===== config.mk =====
export PLATFORM = sky130hd
export DESIGN_NAME = single_wire_bus_slave_with_enumeration
export DESIGN_NICKNAME = d
export VERILOG_FILES = /design/src/design/swb_pkg.sv /design/src/design/single_wire_bus_slave_with_enumeration.sv /design/src/design/swb_store.sv /design/src/design/swb_core.sv
export SDC_FILE = /design/constraint.sdc
export NUM_CORES = 1
export LEC_CHECK = 0
export ABC_AREA = 1
export BUFFER_PORTS_ARGS = -buffer_cell sky130_fd_sc_hd__buf_4
export CAP_MARGIN = 0
export CORE_AREA = 5 5 217 430
export CTS_BUF_LIST = sky130_fd_sc_hd__clkbuf_16
export CTS_CLUSTER_DIAMETER = 50
export DETAILED_ROUTE_END_ITERATION = 10
export DIE_AREA = 0 0 222 435
export GPL_TIMING_DRIVEN = 0
export HOLD_SLACK_MARGIN = 0.15
export PLACE_DENSITY_LB_ADDON = 0.12
export SLEW_MARGIN = 20
export SYNTH_ARGS = -nofsm -noshare
export SYNTH_HDL_FRONTEND = slang
export SYNTH_SLANG_ARGS = --single-unit

===== constraint.sdc =====
create_clock -name i_clk -period 7.9 [get_ports i_clk]
set_input_delay 1.58 -clock i_clk [delete_from_list [all_inputs] [get_ports i_clk]]
set_output_delay 1.58 -clock i_clk [all_outputs]
set_load 0.03 [all_outputs]

===== src/design/swb_pkg.sv =====
// shared types, codes and constants for the single-wire bus slave
package swb_pkg;

    localparam int STORE_DEPTH_DEF = 64;
    localparam int ID_BYTES_DEF    = 4;
    localparam logic [7:0] ID_OFF  = 8'd3;

    // bit action flags and kinds
    localparam int AF_SAMPLE_B = 7;
    localparam int AF_LOW_B    = 6;
    localparam int AF_MUTE_B   = 5;

    localparam logic [3:0] K_IDLE  = 4'd0;
    localparam logic [3:0] K_SEND  = 4'd1;
    localparam logic [3:0] K_RECV  = 4'd2;
    localparam logic [3:0] K_ACK1  = 4'd3;
    localparam logic [3:0] K_ACK2  = 4'd4;
    localparam logic [3:0] K_NACK1 = 4'd5;
    localparam logic [3:0] K_NACK2 = 4'd6;
    localparam logic [3:0] K_READY = 4'd7;
    localparam logic [3:0] K_STALL = 4'd8;

    localparam logic [7:0] A_IDLE      = 8'h00;
    localparam logic [7:0] A_STALL     = 8'h48;
    localparam logic [7:0] A_SEND_HIGH = 8'h21;
    localparam logic [7:0] A_SEND_LOW  = 8'h61;
    localparam logic [7:0] A_SEND_CHK  = 8'hA1;
    localparam logic [7:0] A_RECV      = 8'h82;
    localparam logic [7:0] A_ACK1      = 8'h63;
    localparam logic [7:0] A_ACK2      = 8'h24;
    localparam logic [7:0] A_NACK1     = 8'h25;
    localparam logic [7:0] A_NACK2     = 8'h66;
    localparam logic [7:0] A_READY     = 8'h87;

    // control flag bit positions
    localparam int F_MUTE_B   = 0;
    localparam int F_PAR_B    = 1;
    localparam int F_ENUM_B   = 2;
    localparam int F_CHECK_B  = 3;
    localparam int F_SEND_B   = 4;
    localparam int F_IDLE_B   = 5;
    localparam int F_CLRMU_B  = 6;

    localparam logic [2:0] E_OK        = 3'd0;
    localparam logic [2:0] E_PARITY    = 3'd1;
    localparam logic [2:0] E_UNKNOWN   = 3'd2;
    localparam logic [2:0] E_RD_ADDR   = 3'd3;
    localparam logic [2:0] E_WR_ADDR   = 3'd4;
    localparam logic [2:0] E_READ_ONLY = 3'd5;

    localparam logic [7:0] CFG_ENUM_OP  = 8'd0;
    localparam logic [7:0] CFG_READ_OP  = 8'd1;
    localparam logic [7:0] CFG_WRITE_OP = 8'd2;
    localparam logic [7:0] CFG_UID      = 8'd3;

    typedef enum logic [3:0] {
        P_IDLE    = 4'd0,
        P_ADDR    = 4'd1,
        P_ENUM    = 4'd2,
        P_CMD     = 4'd3,
        P_RD_ADDR = 4'd4,
        P_RD_DATA = 4'd5,
        P_WR_ADDR = 4'd6,
        P_WR_DATA = 4'd7,
        P_RD_OVER = 4'd8
    } t_phase;

    typedef struct packed {
        logic [7:0] action;
        t_phase     phase;
        logic [7:0] shift;
        logic [7:0] mask;
        logic [7:0] ptr;
        logic [7:0] addr;
        logic [6:0] flags;
        logic [2:0] err;
    } t_state;

    typedef struct packed {
        logic [7:0]  enum_op;
        logic [7:0]  read_op;
        logic [7:0]  write_op;
        logic [63:0] uid;
    } t_cfg;

    typedef struct packed {
        logic command;
        logic line_high;
    } t_in;

    typedef struct packed {
        logic       drive_low;
        logic       busy_res;
        logic       enumerated;
        logic [7:0] bus_address;
    } t_out;

endpackage


===== src/design/single_wire_bus_slave_with_enumeration.sv =====
// top level of the single-wire bus slave: configuration, handshakes and result register
// Each transfer is a bit slot, bus reset or idle timeout and gives one result transfer.
// A new item is taken every clock cycle unless a result is stalled: the slot and byte
// handling is done in one pass from the protocol state registers into the result
// register, which frees itself in the cycle its transfer is taken. Store reads come
// from a memory with registered reads, fetched at the edge that fixes the read address.
module single_wire_bus_slave_with_enumeration #(
    parameter int STORE_DEPTH = swb_pkg::STORE_DEPTH_DEF,
    parameter int ID_BYTES    = swb_pkg::ID_BYTES_DEF
) (
    input  logic          i_clk,
    input  logic          i_rst_n,
    input  logic          i_in_valid,
    output logic          o_in_ready,
    input  swb_pkg::t_in  i_in,
    output logic          o_out_valid,
    input  logic          i_out_ready,
    output swb_pkg::t_out o_out,
    input  logic          i_cfg_valid,
    output logic          o_cfg_ready,
    input  logic [7:0]    i_cfg_index,
    input  logic [63:0]   i_cfg_data
);

    localparam int AW = (STORE_DEPTH > 1) ? $clog2(STORE_DEPTH) : 1;

    swb_pkg::t_cfg r_cfg;
    swb_pkg::t_out r_out, n_out;
    logic          r_out_valid;
    logic          in_acc;
    logic          wr_en;
    logic [AW-1:0] wr_addr, rd_addr;
    logic [7:0]    wr_data, rd_data;

    assign o_cfg_ready = 1'b1;
    assign o_in_ready  = !r_out_valid || i_out_ready;
    assign in_acc      = i_in_valid && o_in_ready;

    always_ff @(posedge i_clk) begin
        if (!i_rst_n) begin
            r_cfg.enum_op  <= 8'd1;
            r_cfg.read_op  <= 8'd2;
            r_cfg.write_op <= 8'd3;
            r_cfg.uid      <= 64'd0;
        end else if (i_cfg_valid) begin
            case (i_cfg_index)
                swb_pkg::CFG_ENUM_OP:  r_cfg.enum_op  <= i_cfg_data[7:0];
                swb_pkg::CFG_READ_OP:  r_cfg.read_op  <= i_cfg_data[7:0];
                swb_pkg::CFG_WRITE_OP: r_cfg.write_op <= i_cfg_data[7:0];
                swb_pkg::CFG_UID:      r_cfg.uid      <= i_cfg_data;
                default: ;
            endcase
        end
    end

    swb_core #(
        .STORE_DEPTH (STORE_DEPTH),
        .ID_BYTES    (ID_BYTES)
    ) u_core (
        .i_clk      (i_clk),
        .i_rst_n    (i_rst_n),
        .i_acc      (in_acc),
        .i_item     (i_in),
        .i_cfg      (r_cfg),
        .i_mem_data (rd_data),
        .o_wr_en    (wr_en),
        .o_wr_addr  (wr_addr),
        .o_wr_data  (wr_data),
        .o_rd_addr  (rd_addr),
        .o_res      (n_out)
    );

    swb_store #(
        .STORE_DEPTH (STORE_DEPTH)
    ) u_store (
        .i_clk     (i_clk),
        .i_rst_n   (i_rst_n),
        .i_wr_en   (wr_en),
        .i_wr_addr (wr_addr),
        .i_wr_data (wr_data),
        .i_rd_addr (rd_addr),
        .o_rd_data (rd_data)
    );

    always_ff @(posedge i_clk) begin
        if (!i_rst_n) begin
            r_out_valid <= 1'b0;
        end else if (in_acc) begin
            r_out_valid <= 1'b1;
        end else if (i_out_ready) begin
            r_out_valid <= 1'b0;
        end
    end

    always_ff @(posedge i_clk) begin
        if (in_acc) begin
            r_out <= n_out;
        end
    end

    assign o_out_valid = r_out_valid;
    assign o_out       = r_out;

    // bus reset starts a receive
    a_reset_busy: assert property (@(posedge i_clk) disable iff (!i_rst_n)
        in_acc && i_in.command && !i_in.line_high |=> o_out.busy_res)
        else $error("bus reset did not start a transaction");

    // idle timeout ends any transaction
    a_idle_free: assert property (@(posedge i_clk) disable iff (!i_rst_n)
        in_acc && i_in.command && i_in.line_high |=> !o_out.busy_res)
        else $error("idle timeout left the slave busy");

    // never drive on a timeout
    a_timeout_nodrive: assert property (@(posedge i_clk) disable iff (!i_rst_n)
        in_acc && i_in.command |=> !o_out.drive_low)
        else $error("line driven on a timeout");

    // every transfer in gives a result
    a_result: assert property (@(posedge i_clk) disable iff (!i_rst_n)
        in_acc |=> o_out_valid)
        else $error("no result after an input transfer");

endmodule


===== src/design/swb_store.sv =====
// byte store with per-entry valid bits and registered read
module swb_store #(
    parameter int STORE_DEPTH = swb_pkg::STORE_DEPTH_DEF,
    localparam int AW = (STORE_DEPTH > 1) ? $clog2(STORE_DEPTH) : 1
) (
    input  logic          i_clk,
    input  logic          i_rst_n,
    input  logic          i_wr_en,
    input  logic [AW-1:0] i_wr_addr,
    input  logic [7:0]    i_wr_data,
    input  logic [AW-1:0] i_rd_addr,
    output logic [7:0]    o_rd_data
);

    logic [7:0]             r_mem [STORE_DEPTH];
    logic [STORE_DEPTH-1:0] r_vld;
    logic [7:0]             r_rd_data;
    logic                   r_rd_vld;

    always_ff @(posedge i_clk) begin
        if (!i_rst_n) begin
            r_vld    <= '0;
            r_rd_vld <= 1'b0;
        end else begin
            if (i_wr_en) begin
                r_vld[i_wr_addr] <= 1'b1;
            end
            r_rd_vld <= r_vld[i_rd_addr];
        end
    end

    always_ff @(posedge i_clk) begin
        if (i_wr_en) begin
            r_mem[i_wr_addr] <= i_wr_data;
        end
        r_rd_data <= r_mem[i_rd_addr];
    end

    assign o_rd_data = r_rd_vld ? r_rd_data : 8'h00;

endmodule


===== src/design/swb_core.sv =====
// per-slot protocol state update and state register
module swb_core #(
    parameter int STORE_DEPTH = swb_pkg::STORE_DEPTH_DEF,
    parameter int ID_BYTES    = swb_pkg::ID_BYTES_DEF,
    localparam int AW = (STORE_DEPTH > 1) ? $clog2(STORE_DEPTH) : 1
) (
    input  logic          i_clk,
    input  logic          i_rst_n,
    input  logic          i_acc,
    input  swb_pkg::t_in  i_item,
    input  swb_pkg::t_cfg i_cfg,
    input  logic [7:0]    i_mem_data,
    output logic          o_wr_en,
    output logic [AW-1:0] o_wr_addr,
    output logic [7:0]    o_wr_data,
    output logic [AW-1:0] o_rd_addr,
    output swb_pkg::t_out o_res
);

    localparam logic [8:0] DEPTH9 = 9'(STORE_DEPTH);
    localparam logic [7:0] ID_END = 8'(int'(swb_pkg::ID_OFF) + ID_BYTES);

    swb_pkg::t_state r_st, n_st;
    swb_pkg::t_state s0, s1, s2;
    logic            drive;
    logic            hi;
    logic [7:0]      rd_ptr;

    function automatic logic in_id(input logic [7:0] p);
        return (p >= swb_pkg::ID_OFF) && (p < ID_END);
    endfunction

    function automatic logic in_store(input logic [7:0] p);
        return {1'b0, p} < DEPTH9;
    endfunction

    function automatic logic [7:0] store_rd(input logic [7:0] p, input logic [63:0] uid,
                                            input logic [7:0] mv);
        logic [2:0] k;
        k = 3'(p - swb_pkg::ID_OFF);
        if (in_id(p)) begin
            return uid[{k, 3'b000} +: 8];
        end else if (in_store(p)) begin
            return mv;
        end
        return 8'h00;
    endfunction

    function automatic swb_pkg::t_state load_bit(input swb_pkg::t_state s);
        swb_pkg::t_state t;
        logic            v;
        t = s;
        v = (s.mask != 8'h00) ? ((s.shift & s.mask) != 8'h00) : !s.flags[swb_pkg::F_PAR_B];
        if (!v) begin
            t.action = swb_pkg::A_SEND_LOW;
        end else begin
            t.action = s.flags[swb_pkg::F_CHECK_B] ? swb_pkg::A_SEND_CHK : swb_pkg::A_SEND_HIGH;
            t.flags[swb_pkg::F_PAR_B] = !s.flags[swb_pkg::F_PAR_B];
        end
        return t;
    endfunction

    function automatic swb_pkg::t_state slot_done(input swb_pkg::t_state s, input logic h);
        swb_pkg::t_state t;
        t = s;
        case (s.action[3:0])
            swb_pkg::K_RECV: begin
                if (h) begin
                    t.shift = s.shift | s.mask;
                    t.flags[swb_pkg::F_PAR_B] = !s.flags[swb_pkg::F_PAR_B];
                end
                if (s.mask != 8'h00) begin
                    t.mask = s.mask >> 1;
                end else if (t.flags[swb_pkg::F_PAR_B]) begin
                    t.action = swb_pkg::A_STALL;
                end else begin
                    t.action = swb_pkg::A_READY;
                    t.err    = swb_pkg::E_PARITY;
                end
            end
            swb_pkg::K_SEND: begin
                if (s.action[swb_pkg::AF_SAMPLE_B] && !h) begin
                    t.flags[swb_pkg::F_MUTE_B] = 1'b1;
                end
                if (s.mask == 8'h00) begin
                    if (s.err != swb_pkg::E_OK) begin
                        t.action = swb_pkg::A_READY;
                        t.err    = swb_pkg::E_OK;
                        t.flags[swb_pkg::F_IDLE_B] = 1'b1;
                    end else begin
                        t.action = swb_pkg::A_STALL;
                    end
                end else begin
                    t.mask = s.mask >> 1;
                    t = load_bit(t);
                end
            end
            swb_pkg::K_ACK1: t.action = swb_pkg::A_ACK2;
            swb_pkg::K_NACK1: t.action = swb_pkg::A_NACK2;
            swb_pkg::K_NACK2: t = load_bit(s);
            swb_pkg::K_ACK2: begin
                if (s.flags[swb_pkg::F_IDLE_B]) begin
                    t.action = swb_pkg::A_IDLE;
                end else begin
                    if (s.flags[swb_pkg::F_CLRMU_B]) begin
                        t.flags[swb_pkg::F_MUTE_B]  = 1'b0;
                        t.flags[swb_pkg::F_CLRMU_B] = 1'b0;
                    end
                    if (s.flags[swb_pkg::F_SEND_B]) begin
                        t = load_bit(t);
                    end else begin
                        t.action = swb_pkg::A_RECV;
                        t.shift  = 8'h00;
                    end
                end
            end
            swb_pkg::K_READY: begin
                if (h) begin
                    t.flags[swb_pkg::F_PAR_B] = 1'b0;
                    t.mask = 8'h80;
                    if (s.err != swb_pkg::E_OK) begin
                        t.action = swb_pkg::A_NACK1;
                        t.shift  = {5'd0, s.err};
                    end else begin
                        t.action = swb_pkg::A_ACK1;
                    end
                end
            end
            default: t = s;
        endcase
        return t;
    endfunction

    function automatic swb_pkg::t_state byte_done(input swb_pkg::t_state s,
                                                  input swb_pkg::t_cfg c,
                                                  input logic [7:0] mv);
        swb_pkg::t_state t;
        logic            fin;
        t   = s;
        fin = 1'b0;
        case (s.phase)
            swb_pkg::P_ADDR: begin
                if (s.shift == c.enum_op) begin
                    t.phase = swb_pkg::P_ENUM;
                    t.flags[swb_pkg::F_CHECK_B] = 1'b1;
                    t.flags[swb_pkg::F_SEND_B]  = 1'b1;
                    t.flags[swb_pkg::F_ENUM_B]  = 1'b0;
                    t.ptr  = swb_pkg::ID_OFF;
                    t.addr = 8'h00;
                end else if (s.flags[swb_pkg::F_ENUM_B] && s.shift == s.addr) begin
                    t.phase  = swb_pkg::P_CMD;
                    t.action = swb_pkg::A_READY;
                end else begin
                    t.action = swb_pkg::A_IDLE;
                end
            end
            swb_pkg::P_CMD: begin
                if (s.shift == c.read_op) begin
                    t.phase = swb_pkg::P_RD_ADDR;
                end else if (s.shift == c.write_op) begin
                    t.phase = swb_pkg::P_WR_ADDR;
                end else begin
                    t.err = swb_pkg::E_UNKNOWN;
                end
                t.action = swb_pkg::A_READY;
            end
            swb_pkg::P_RD_ADDR: begin
                t.ptr = s.shift;
                t.flags[swb_pkg::F_SEND_B] = 1'b1;
                t.phase = swb_pkg::P_RD_DATA;
                if (!in_store(s.shift)) begin
                    t.err    = swb_pkg::E_RD_ADDR;
                    t.action = swb_pkg::A_READY;
                end
            end
            swb_pkg::P_WR_ADDR: begin
                t.ptr    = s.shift;
                t.phase  = swb_pkg::P_WR_DATA;
                t.action = swb_pkg::A_READY;
                if (!in_store(s.shift)) begin
                    t.err = swb_pkg::E_RD_ADDR;
                end
            end
            swb_pkg::P_WR_DATA: begin
                if (!in_store(s.ptr)) begin
                    t.err = swb_pkg::E_WR_ADDR;
                end else if (in_id(s.ptr) && s.shift != store_rd(s.ptr, c.uid, mv)) begin
                    t.err = swb_pkg::E_READ_ONLY;
                end
                t.ptr    = s.ptr + 8'd1;
                t.action = swb_pkg::A_READY;
            end
            swb_pkg::P_ENUM: begin
                if (s.ptr == ID_END) begin
                    if (s.flags[swb_pkg::F_MUTE_B]) begin
                        t.ptr  = swb_pkg::ID_OFF;
                        t.addr = s.addr + 8'd1;
                        t.flags[swb_pkg::F_CLRMU_B] = 1'b1;
                    end else begin
                        t.phase = swb_pkg::P_IDLE;
                        t.flags[swb_pkg::F_IDLE_B] = 1'b1;
                        t.flags[swb_pkg::F_ENUM_B] = 1'b1;
                        t.action = swb_pkg::A_READY;
                        fin = 1'b1;
                    end
                end
                if (!fin) begin
                    if (!t.flags[swb_pkg::F_MUTE_B] || t.flags[swb_pkg::F_CLRMU_B]) begin
                        t.shift = store_rd(t.ptr, c.uid, mv);
                    end
                    t.ptr    = t.ptr + 8'd1;
                    t.action = swb_pkg::A_READY;
                end
            end
            swb_pkg::P_RD_DATA: begin
                if (!in_store(s.ptr)) begin
                    t.phase = swb_pkg::P_RD_OVER;
                end else begin
                    t.shift = store_rd(s.ptr, c.uid, mv);
                    t.ptr   = s.ptr + 8'd1;
                end
                t.action = swb_pkg::A_READY;
            end
            swb_pkg::P_RD_OVER: begin
                t.err    = swb_pkg::E_RD_ADDR;
                t.action = swb_pkg::A_READY;
            end
            default: t.action = swb_pkg::A_IDLE;
        endcase
        return t;
    endfunction

    assign hi = i_item.line_high;

    always_comb begin
        s0    = r_st;
        s1    = r_st;
        s2    = r_st;
        n_st  = r_st;
        drive = 1'b0;
        if (i_item.command) begin
            if (hi) begin
                n_st.action = swb_pkg::A_IDLE;
            end else begin
                n_st.phase  = swb_pkg::P_ADDR;
                n_st.action = swb_pkg::A_RECV;
                n_st.err    = swb_pkg::E_OK;
                n_st.shift  = 8'h00;
                n_st.mask   = 8'h80;
                n_st.flags  = r_st.flags & (7'd1 << swb_pkg::F_ENUM_B);
            end
        end else begin
            if (r_st.flags[swb_pkg::F_MUTE_B] && r_st.action[swb_pkg::AF_MUTE_B]) begin
                s0.action[swb_pkg::AF_LOW_B]    = 1'b0;
                s0.action[swb_pkg::AF_SAMPLE_B] = 1'b0;
            end
            drive = s0.action[swb_pkg::AF_LOW_B];
            s1 = slot_done(s0, hi);
            s2 = (s1.action == swb_pkg::A_STALL) ? byte_done(s1, i_cfg, i_mem_data) : s1;
            n_st = (s2.action == swb_pkg::A_STALL) ? byte_done(s2, i_cfg, i_mem_data) : s2;
            if (n_st.action == swb_pkg::A_STALL) begin
                n_st.action = swb_pkg::A_IDLE;
            end
        end
    end

    // store write: a data byte in range and outside the identity bytes
    assign o_wr_en = i_acc && !i_item.command && s1.action == swb_pkg::A_STALL
                     && s1.phase == swb_pkg::P_WR_DATA && in_store(s1.ptr) && !in_id(s1.ptr);
    assign o_wr_addr = s1.ptr[AW-1:0];
    assign o_wr_data = s1.shift;

    // fetch for the next read byte, from the state being stored
    assign rd_ptr = i_acc ? ((n_st.phase == swb_pkg::P_RD_ADDR) ? n_st.shift : n_st.ptr)
                          : ((r_st.phase == swb_pkg::P_RD_ADDR) ? r_st.shift : r_st.ptr);
    assign o_rd_addr = rd_ptr[AW-1:0];

    assign o_res.drive_low   = drive;
    assign o_res.busy_res    = n_st.action != swb_pkg::A_IDLE;
    assign o_res.enumerated  = n_st.flags[swb_pkg::F_ENUM_B];
    assign o_res.bus_address = n_st.addr;

    always_ff @(posedge i_clk) begin
        if (!i_rst_n) begin
            r_st.action <= swb_pkg::A_IDLE;
            r_st.phase  <= swb_pkg::P_IDLE;
            r_st.shift  <= 8'h00;
            r_st.mask   <= 8'h00;
            r_st.ptr    <= 8'h00;
            r_st.addr   <= 8'h00;
            r_st.flags  <= '0;
            r_st.err    <= swb_pkg::E_OK;
        end else if (i_acc) begin
            r_st <= n_st;
        end
    end

endmodule


==> results.yml <==
run_status:
  status: "finished, final reports clean"
drt:
  wl_met1_mm: 54.0
  drtAntennaViolNets: 0
  wirelength_mm: 130
  dr.first_iter.drc_count: 3125
  route.detailed.drc: 0
  wl_per_cell_um: 23.9
  via_per_inst: 5.57
  dr.max_layer_used: "met5"
  met3_wirelength_mm: 7.71
  first_pass_iters: 7
  wl_met2_mm: 62.3
  via_count: 30300
placement:
  io_buffer_count: 88
  detailedPlace.worstSlack_ps: -2700
  gp_congestion: 0.985
  dp.cells: 5270
  hpwlAfterDp_mm: 96.9
  place_area_um2: 38300
synth:
  synth_seq_cells: 739
  synth_top_family_by_area: "simple AND/OR/NAND/NOR gates"
  synth-compound-area-share_pct: 15.3
  synth_nets: 4057
  yosys_warnings: 0
  synth_fa_ha_area_share_pct: 0.176
  async_reset_ff_share_pct: 0
  avgSynthCellArea_um2: 8.93
  yosysSeqAreaShare_pct: 56.4
  synthXorXnorAreaFrac_pct: 0.666
  synth_top_area_share_pct: 44.3
  synth-simple-area-share_pct: 20.2
  synthFlopType: "edfxtp_1"
  synth.area.top_cells: "edfxtp_1 44%, dfxtp_1 12%, nand2_1 7.4%"
  synth_area_um2: 35500
  synthCells: 3973
  synth_top_cell_by_area: "edfxtp_1"
  synthDistinctLibCells: 60
  synth_edf_count: 523
  synthMuxAreaShare_pct: 0
global_routing:
  grt_max_degree: 29
  grt_overflow: 0
  antenna_found_initial: 4
  grt_pass1_wl_mm: 189
  grt_usage_pct: 25.9
  grt_pass1_vias: 28700
critical_path:
  crit_arrival_ps: 8150
  critPathMaxStageDelay_ps: 380
  crit_top_cell: "nand2_1"
  crit_type: "primary input to flop"
  crit_end: "u_store.r_rd_data[5]"
  crit_path_start: "i_in[0]"
  rrSetupSlack_ps: 550
  critical_path.slowest_cell: "o211ai_1"
  r2r_cells: 49
  path_max_fanout: 19
  crit_path_end_kind: "flop"
  r2r-end: "u_store.r_rd_data[5]"
  required_ps: 8490
  crit_path_start_kind: "primary input"
  r2r-start: "u_core.r_st[49]"
layout:
  area_delta_synth_final_pct: 17.0
  regArea_um2: 20000
  drive_gt1_share_pct: 12.2
  fillers: 8835
  nNetsFinal: 4276
  final_cell_mix: "689 x nand2_1, 532 x nor2_1, 523 x edfxtp_1"
  final_common_cell: "nand2_1"
  stdcell_area_um2: 41500
  instances_no_fill: 5434
  multiInputGateArea_um2: 13300
  insertedDiodeCount: 0
timing:
  fin_hold_ws_ps: 465
  period_minus_slack_ps: 7560
  rsz0062_at_grt: "no"
  fin_crit_sh_pct: 95.7
  setup_tns_ps: 0
  worstMarginPinSlew_ps: 1160
  fmax_mhz: 132
  maxSlewHeadroom_pct: 22.5
  slew_violations: 0
  finalClockSkew_ps: 38.2
  hold_viol: 0
  finalSetupViolations: 0
  setup_ws_ps: 339
clocking:
  insertion_delay_ps: 680
  ctsHoldBuffers: 0
  clock_sinks: 739
  cts_tree: "built"
  cts_max_path_buffers: 3
  cts.clk_slew.worst_paths_ps: 70
  htree_num_levels: 3
  cts_root_buffer: "clkbuf_16"
  numCtsBuffers: 73
floorplan:
  start_util_pct: 39.5
  core_um2: 89800
  die_h_um: 435
  design.die.area_um2: 96600
  ioPinCount: 93
  dieWidth_um: 222
  placementRows: 156
power_and_ir_drop:
  leakagePower_nw: 15.1
  vdd_drop_max_v: 0.000187
  p_per_area_nw_per_um2: 211
hold_path:
  hold_path_class: "flop to flop"
job:
  cap_violations: 0
-- report_power, final --
part           total, W  internal [W]  switching, W
Sequential      0.00417       0.00415     0.0000174
Clock           0.00361       0.00203       0.00158
Combinational  0.000993      0.000300      0.000693
-- sequential cells by signal (all words and copies together) (netlist names), named ones only --
register / cells
u_store.r_mem: 512
u_store.r_vld: 64
u_core.r_st: 53
u_store.r_rd_data: 8
r_cfg: 88
u_store.r_rd_vld: 1
o_out_valid: 1
o_out: 11
-- through the flow --
| stage | util (%) | total power (W) |
|---|---|---|
| floorplan | - | 0.00478 |
| finish | 46.2 | 0.00877 |
| global route | 46.2 | 0.00905 |
| detailed placement | 42.7 | 0.00518 |
| global placement | 41.9 | 0.00517 |
| CTS | 46.0 | 0.00880 |
-- critical path, delay by kind of cell --
family                   cells  cell delay, ps
AND/OR/NAND/NOR             32            3570
buffers and inverters       12            1890
adder cells (fa/ha/maj)      2             450
AO/OA/AOI/OAI                2             620
-- timing repair --
action                     in CTS  in global routing
setup endpoints to repair      15                  9
resized for setup             100                 44
pin swaps                      17                 17
setup buffers                  17                 16
-- synthesized netlist by cell type (15+ instances only) --
cell / number
a21oi_1: 149
buf_2: 68
clkbuf_1: 120
dfxtp_1: 216
edfxtp_1: 523
inv_1: 376
inv_2: 21
nand2_1: 704
nand2_2: 22
nand3_1: 323
nand3b_1: 19
nor2_1: 537
nor3_1: 33
o211ai_1: 279
o21ai_0: 334
o21ai_1: 17
o221ai_1: 15
o22ai_1: 25
xor2_1: 23
-- layer usage --
metal	up-vias	global-route usage [%]
li1	14100	-
met1	14700	34.5
met2	1169	42.9
met3	266	3.00
met4	2	10.7
met5	-	0
-- worst min-delay path by stage --
stage                      start                end  slack (ps)  cells past startpoint
6_report       u_store.r_vld[22]  u_store.r_vld[22]         460                      2
5_1_grt                r_cfg[54]          r_cfg[54]         480                      2
4_1_cts                r_cfg[54]          r_cfg[54]         460                      2
3_5_place_dp   u_store.r_vld[56]  u_store.r_vld[56]         450                      1
3_3_place_gp   u_store.r_vld[60]  u_store.r_vld[60]         440                      1
2_1_floorplan          r_cfg[54]          r_cfg[54]         430                      2
-- final cells by class --
class / count / share of cell area (%)
clock buffers: 73 / 4.40
clock inverters: 59 / 1.47
multi-input cells: 2612 / 31.9
repair buffers: 145 / 3.77
inverters: 402 / 3.69
plain buffers: 219 / 2.91
well taps: 1185 / 3.57
flip-flops and latches: 739 / 48.2
-- cell families after synthesis --
logic type               count (synthesis)
AO/OA/AOI/OAI                          885
XOR/XNOR                                27
adder cells (fa/ha/maj)                  5
buffers and inverters                  622
flip-flops                             739
other                                    1
AND/OR/NAND/NOR                       1694
Note: power is estimated with default switching activity, not from simulation.
